## config.mk

```make
export PLATFORM = sky130hd
export DESIGN_NAME = mrlb_ctrl
export DESIGN_NICKNAME = d
export VERILOG_FILES = /design/src/rtl/mrlb_pkg.sv /design/src/rtl/mrlb_ctrl.sv
export SDC_FILE = /design/constraint.sdc
export NUM_CORES = 1
export LEC_CHECK = 0
export BUFFER_PORTS_ARGS = -buffer_cell sky130_fd_sc_hd__clkbuf_2
export CORE_AREA = 2 2 39 41
export CTS_CLUSTER_SIZE = 10
export DETAILED_ROUTE_END_ITERATION = 8
export DIE_AREA = 0 0 41 43
export PLACE_DENSITY = 0.46
export SLEW_MARGIN = 20
export SYNTH_ARGS = -nofsm -noshare
export SYNTH_HDL_FRONTEND = slang
export SYNTH_SLANG_ARGS = --single-unit
```

## constraint.sdc

```tcl
create_clock -name clk -period 1.4 [get_ports clk]
set_input_delay 0.14 -clock clk [delete_from_list [all_inputs] [get_ports clk]]
set_output_delay 0.14 -clock clk [all_outputs]
set_load 0.005 [all_outputs]
```

## src/rtl/mrlb_pkg.sv

```systemverilog
package mrlb_pkg;

  // Store geometry.
  localparam int STORE_DEPTH = 2048;
  localparam int ADDR_W      = $clog2(STORE_DEPTH);
  localparam int POS_W       = $clog2(STORE_DEPTH + 1);

  // Port field widths.
  localparam int CMD_W  = 2;
  localparam int BYTE_W = 8;
  localparam int OFF_W  = 11;
  localparam int LEN_W  = 12;

  // Saturating message-end counter.
  localparam int COUNT_W = 12;
  localparam logic [COUNT_W-1:0] COUNT_MAX = COUNT_W'(4095);

  // Command codes.
  localparam logic [CMD_W-1:0] CMD_WRITE = 2'd0;
  localparam logic [CMD_W-1:0] CMD_END   = 2'd1;
  localparam logic [CMD_W-1:0] CMD_READ  = 2'd2;

  // Controller states.
  typedef enum logic [2:0] {
    ST_CLEAR,
    ST_IDLE,
    ST_READ,
    ST_EXEC,
    ST_WREAD,
    ST_WCHK,
    ST_FINISH
  } state_t;

  // Commands from the controller to the datapath.
  typedef struct packed {
    logic clr_wr;
    logic accept;
    logic item_rd;
    logic exec;
    logic walk_rd;
    logic walk_chk;
    logic finish;
  } ctrl_cmd_t;

  // Status from the datapath to the controller.
  typedef struct packed {
    logic clr_last;
    logic walk_start;
    logic walk_stop;
    logic out_free;
  } dp_sts_t;

endpackage

```

## src/rtl/mrlb_ctrl.sv

```systemverilog
module mrlb_ctrl import mrlb_pkg::*; (
  input  logic      clk,
  input  logic      rst_n,
  input  logic      in_valid,
  output logic      in_ready,
  input  dp_sts_t   sts,
  output ctrl_cmd_t cmd
);

  state_t state_r;
  state_t state_nxt;

  // State register.
  always_ff @(posedge clk) begin
    if (!rst_n) begin
      state_r <= ST_CLEAR;
    end else begin
      state_r <= state_nxt;
    end
  end

  // Next state and command decode.
  always_comb begin
    state_nxt = state_r;
    cmd       = '0;
    in_ready  = 1'b0;
    case (state_r)
      ST_CLEAR: begin
        cmd.clr_wr = 1'b1;
        if (sts.clr_last) begin
          state_nxt = ST_IDLE;
        end
      end
      ST_IDLE: begin
        in_ready   = 1'b1;
        cmd.accept = in_valid;
        if (in_valid) begin
          state_nxt = ST_READ;
        end
      end
      ST_READ: begin
        cmd.item_rd = 1'b1;
        state_nxt   = ST_EXEC;
      end
      ST_EXEC: begin
        cmd.exec  = 1'b1;
        state_nxt = sts.walk_start ? ST_WREAD : ST_FINISH;
      end
      ST_WREAD: begin
        cmd.walk_rd = 1'b1;
        state_nxt   = ST_WCHK;
      end
      ST_WCHK: begin
        cmd.walk_chk = 1'b1;
        state_nxt    = sts.walk_stop ? ST_FINISH : ST_WREAD;
      end
      ST_FINISH: begin
        cmd.finish = sts.out_free;
        if (sts.out_free) begin
          state_nxt = ST_IDLE;
        end
      end
      default: begin
        state_nxt = ST_CLEAR;
      end
    endcase
  end

endmodule

```

* After elaboration in Yosys (flattened, before gate mapping)
Cells that the tools add are included.
Storage, ports and cells: word-level logic and storage cells 26, register bits after elaboration 3, bits of input ports 7, output and inout port bits 8
Cells by class: mux-type cells 14, reduce and logical (&&, ||, !) cells 2, equality and inequality tests 9
Operators by type and width (count):
- $pmux W3 S7 | 1
- $eq A3 B3 Y1 const B | 3
- $mux W3 | 3
- $mux W1 | 8
- $eq A3 B2 Y1 const B | 2
- $ne A2 B2 Y1 const B | 3
- $mux W2 | 2
- $eq A3 B1 Y1 const B | 1
- $logic_not A3 Y1 | 1
- $reduce_and A3 Y1 | 1

* Depth between registers and ports, before layout
Gate-level depths: netlist of the first run.
depth in word-level cells 3, gate-level depth with buffers 4, depth with buffers taken out 3

* Worst setup path after synthesis of the first run
Ideal clock, no wire load.
path type register to register, from register state_r[2], to register state_r[1], buffers on the path 1, data required time 1.284 ns, setup time 0.116 ns, arrival time 0.904 ns, clock period less this slack 1.020 ns, stages on the path, launching flop included 5, path slack 0.380 ns, cells stage by stage dfxtp_1 buf_6 mux2_4 a21oi_2 nor2_1
On the way: cells in the longest elaborated chain, start to end 3, elaborated cells on any way between the ends 12, those cells by class 9 x eq/ne; 1 x mux; 2 x reduce/logical
RTL lines:
- start: declaration | RTL line mrlb_ctrl.sv:10 | state_t state_r;
- start signal: assignment | RTL line mrlb_ctrl.sv:18 | state_r <= state_nxt;
- $eq A3 B3 Y1, or another cell as far along | RTL line mrlb_ctrl.sv:27 | case (state_r)
- $ne A2 B2 Y1 (no source line)
- $reduce_and A3 Y1 (no source line)
Several ways; a longest one is shown, not always the timed one. A chain may end at the register's enable or synchronous reset.

==> results of run 1 <==
final timing paths:
kind,to,cells past startpoint
max,cmd[5],3
max reg2reg,state_r[2],3
min,state_r[2],2
min reg2reg,state_r[1],2
repair_timing:
action	in CTS	in global routing
setup endpoints to repair	1	1
pin swaps	0	0
hold buffers	0	0
gates resized for setup	1	1
power breakdown:
group | internal, uW | total (uW) | switching [uW]
clock network | 107 | 161 | 53.7
logic | 41.8 | 67.4 | 25.6
registers | 94.8 | 116 | 20.8
cells in the mapped netlist, types with 2 or more instances:
cell type  number  area, sq um
buf_6           2         22.5
nor3b_1         2         15.0
and2_1          2         12.5
nor2_1          2         7.51
dfxtp_1         3         60.1
o21ai_0         2         10.0
o21a_1          2         15.0
stage by stage:
step	hold WS [ns]	total power (uW)	util, %	worst slack, ns
global placement	0.379	185	22.0	0.221
CTS	0.127	352	24.0	0.106
floorplan	0.257	165	-	0.380
finish	0.128	344	24.1	0.139
detailed placement	0.381	185	22.0	0.226
global route	0.134	375	24.1	0.0365
per-layer routing:
layer | vias up | global-route usage [%] | wire length [microns]
met5 | - | 0 | 0
met4 | 0 | 8.00 | 8
met3 | 2 | 7.85 | 47
met2 | 10 | 8.75 | 226
met1 | 98 | 9.55 | 282
li1 | 128 | - | -
logic make-up (layout without fill, tap and decap cells):
| group | after synthesis | in the layout | share of synthesized area, % |
|---|---|---|---|
| compound gates | 7 | 7 | 18.5 |
| simple gates | 14 | 14 | 38.5 |
| mux | 1 | 1 | 6.15 |
| buf+inv | 3 | 18 | 12.3 |
| flops | 3 | 3 | 24.6 |
cell type report:
type / count / area share (%)
well taps: 16 / 6.02
flip-flops and latches: 3 / 18.8
clock buffers: 4 / 7.89
multi-input cells: 22 / 46.2
repair buffers: 14 / 21.1
cell usage in the layout (no fill, tap or decap), types with 2 or more instances in the layout:
master,count
clkbuf_2,14
nor3b_1,2
o21a_1,2
o21ai_0,2
dfxtp_2,2
clkbuf_4,3
and2_1,2
nor2_1,2
critical path, delay by kind of cell (launching register included):
kind / cells / cell delay (ns)
buffers and inverters: 1 / 0.10
and+or+nand+nor: 2 / 0.35
DFF: 1 / 0.42
==> results.json, run 1 <==
{
  "ys_ff_latch": 3,
  "largest_reg_flops": 3,
  "hp-start": "rst_n",
  "placed_area_sq_um": 304,
  "cts_tree": "yes",
  "synth_area_per_cell_sq_um": 8.71,
  "viasPerCell": 4.03,
  "slew_headroom_pct": 77.6,
  "finalHoldViolations": 0,
  "p_leak_uw": 0.000162,
  "cts.sinks": 3,
  "power_density_nw_per_um2": 1030,
  "ys.flop_type": "dfxtp_1",
  "grtUsageTotal_pct": 8.51,
  "grt_overflow_total": 0,
  "cts-htree-levels": 1,
  "r2r_slack_ns": 0.28,
  "dp.cells": 55,
  "grt_max_degree": 13,
  "area_delta_synth_final_pct": 36.4,
  "period_minus_slack_ns": 1.26,
  "rsz0062_at_grt": "false",
  "port_buffers": 14,
  "crit_type": "flop to output port",
  "nets": 51,
  "peakVddDrop_mv": 0.586,
  "hpwl_microns": 401,
  "skew_ns": 0.00397,
  "finish.instance_area_sq_um": 333,
  "instances_no_fill": 59,
  "antenna_found_initial": 0,
  "grt_pass1_vias": 215,
  "maxCapViolations": 0,
  "drv_slew": 0,
  "fmax_mhz": 793,
  "regMostFlops": "state_r",
  "worstPathMaxFanout": 12,
  "die_w_microns": 41,
  "regToRegStartpoint": "state_r[1]",
  "dr.pass1.iters": 2,
  "drt_iter0_markers": 3,
  "async_reset_ff_share_pct": 0,
  "start_util_pct": 17.6,
  "cts_buffers": 3,
  "seq_area_sq_um": 62.6,
  "yosysWarnings": 0,
  "path_cells": "nor3b_2, and2_1, clkbuf_2",
  "drive_above_1_share_pct": 51.2,
  "vias": 238,
  "critPathRequiredTime_ns": 1.26,
  "drc": 0,
  "synthCells": 28,
  "fillers": 164,
  "multi_input_area_sq_um": 154,
  "setup_viol": 0,
  "hp-class": "input port to flop",
  "post_drt_wl_per_cell_microns": 9.56,
  "dieHeight_microns": 43,
  "fin_crit_sh_pct": 90.1,
  "synth_area_sq_um": 244,
  "worst_slew_pin_slew_ns": 0.336,
  "grt_pass1_wl_microns": 890,
  "start_kind": "flop",
  "n_antenna_cell": 0,
  "antenna_left": 0,
  "worst-endpoint-arrival_ns": 1.12,
  "yosysUniqueCellTypes": 20,
  "clk_pin_slew_ns": 0.04,
  "cts-root-buf": "clkbuf_4",
  "clk_latency_ns": 0.24,
  "fp-row-count": 14,
  "post-cts-setup-buffers": 0,
  "slowest_stage": "dfxtp_2",
  "crit_path_end_kind": "output port",
  "clk_path_buf_depth": 2,
  "synth_seq_area_share_pct": 24.6,
  "routabilityCongestion": 0.679,
  "status": "finished, final reports clean",
  "routed_wl_microns": 564,
  "die-area_sq_um": 1760,
  "tns_ns": 0,
  "io_pins": 15,
  "cp-startpoint": "state_r[0]",
  "reg.largest.list": "state_r (3)",
  "max_stage_delay_ns": 0.42,
  "coreArea_sq_um": 1380,
  "synth_nets": 35,
  "synth_edf_count": 0
}
Power figures use the tool's default switching activity.
==> run 2: changes to the inputs <==
==> constraint.sdc (replaced) <==
create_clock -name clk -period 1.4 [get_ports clk]
set_input_delay 0.07 -clock clk [delete_from_list [all_inputs] [get_ports clk]]
set_output_delay 0.07 -clock clk [all_outputs]
set_load 0.005 [all_outputs]
==> run 2 against run 1 <==
Effect of this change:
- combinational power is essentially flat
- non-clock buffer count is the same
- first-iteration DRC count is the same
- count of clock-buffer cells in the layout is the same
- design area shrank 0.38%
- clock power is essentially flat
- register-to-register slack lost 0.05 ns
- maximum frequency grew 4.7%
==> results.json, run 2 (synthesis gave the netlist of run 1 again) <==
{
  "seq_area_sq_um": 61.3,
  "clk_pin_slew_ns": 0.04,
  "start_util_pct": 17.6,
  "clkPwrFrac_pct": 46.5,
  "cts_buffers": 3,
  "fmax_mhz": 830,
  "start_kind": "flop",
  "grt_pass1_vias": 217,
  "hp-start": "rst_n",
  "drt_iter0_markers": 3,
  "rsz0062_at_grt": "false",
  "power_uw": 342,
  "coreArea_sq_um": 1380,
  "port_buffers": 14,
  "worst_slew_pin_slew_ns": 0.363,
  "grt_overflow_total": 0,
  "regMostFlops": "state_r",
  "p_leak_uw": 0.000162,
  "cts_resized": 0,
  "slowest_stage": "dfxtp_1",
  "grt_max_degree": 13,
  "drv_slew": 0,
  "grt_pass1_wl_microns": 903,
  "power_density_nw_per_um2": 1030,
  "cts_hold_buf": 0,
  "skew_ns": 0.00194,
  "period_minus_slack_ns": 1.20,
  "dieHeight_microns": 43,
  "final_common_cell": "clkbuf_2",
  "fin_crit_sh_pct": 86.0,
  "max_stage_delay_ns": 0.53,
  "hpwl_microns": 401,
  "die_w_microns": 41,
  "multi_input_area_sq_um": 154,
  "fillers": 164,
  "clk_latency_ns": 0.24,
  "cellInternalPower_uw": 244,
  "finalHoldViolations": 0,
  "tns_ns": 0,
  "worstPathMaxFanout": 11,
  "antenna_found_initial": 0,
  "nets": 51,
  "crit_type": "flop to output port",
  "routed_wl_microns": 562,
  "crit_path_end_kind": "output port",
  "cts.sinks": 3,
  "holdWs_ns": 0.0617,
  "slew_headroom_pct": 75.8,
  "r2r_slack_ns": 0.23,
  "setup_viol": 0,
  "path_cells": "nor3b_1, clkbuf_2",
  "cp-startpoint": "state_r[2]",
  "layout_common_cells": "clkbuf_2, clkbuf_4",
  "fp-row-count": 14,
  "regToRegStartpoint": "state_r[2]",
  "area_delta_synth_final_pct": 35.9,
  "critPathRequiredTime_ns": 1.33,
  "p_sw_share_pct": 28.8,
  "post_drt_wl_per_cell_microns": 9.53,
  "grtUsageTotal_pct": 8.61,
  "finish.instance_area_sq_um": 332,
  "viasPerCell": 4.02,
  "worst-endpoint-arrival_ns": 1.13,
  "io_pins": 15,
  "peakVddDrop_mv": 0.570,
  "cts_tree": "yes",
  "combPwrFrac_pct": 19.7,
  "hp-class": "input port to flop",
  "cp_top_family": "flip-flops",
  "largest_reg_flops": 3,
  "p_seq_share_pct": 33.8,
  "cts-htree-levels": 1,
  "die-area_sq_um": 1760,
  "status": "finished, final reports clean",
  "vias": 237,
  "switchingPower_uw": 98.3,
  "n_antenna_cell": 0,
  "reg.largest.list": "state_r (3)",
  "post-cts-setup-buffers": 0,
  "placed_area_sq_um": 304,
  "cp_num_buf_inv": 1,
  "routabilityCongestion": 0.679,
  "dr.pass1.iters": 2,
  "cts-root-buf": "clkbuf_4",
  "drc": 0,
  "drive_above_1_share_pct": 48.8,
  "clk_path_buf_depth": 2,
  "antenna_left": 0,
  "maxCapViolations": 0
}
==> run 2: worst paths after layout <==
| check | endpoint | cells past startpoint |
|---|---|---|
| setup / recovery | cmd[2] | 2 |
| hold / removal | state_r[2] | 2 |
| setup reg to reg | state_r[1] | 3 |
| hold reg to reg | state_r[1] | 2 |
==> run 2: cell type report <==
cell class                      instances  area share [%]
Multi-Input combinational cell         22            46.4
Timing Repair Buffer                   14            21.1
Sequential cell                         3            18.5
Clock buffer                            4            7.92
Tap cell                               16            6.04
==> run 2: routing by layer <==
metal	global-route usage (%)	wire length (microns)	vias up
met5	0	0	-
met4	8.00	8	0
met3	7.85	47	2
met2	8.75	224	10
met1	9.87	281	97
li1	-	-	128
==> run 2: worst reg2reg max path: cells and delay by family (launching register included) <==
kind	cells	cell delay [ns]
multiplexers	1	0.34
AO/OA/AOI/OAI	1	0.14
AND/OR/NAND/NOR	1	0.05
flip-flops	1	0.53
==> run 2: power by group through the flow <==
stage | Sequential [uW] | Clock [uW] | Combinational [uW]
final | 115 | 159 | 67.4
after global routing | 118 | 180 | 76.5
after CTS | 115 | 168 | 68.9
after global placement | 116 | 0 | 68.9
after detailed placement | 116 | 0 | 68.4
after floorplan | 99.0 | 0 | 65.5
==> run 2: through the flow <==
stage / utilization, % / worst slack, ns / cells
after CTS: 23.9 / 0.0675 / 59
after detailed placement: 22.0 / 0.226 / 55
after global routing: 24.0 / 0.0111 / 59
after global placement: 22.0 / 0.221 / 55
final: 24.0 / 0.195 / 59
after floorplan: - / 0.380 / 28
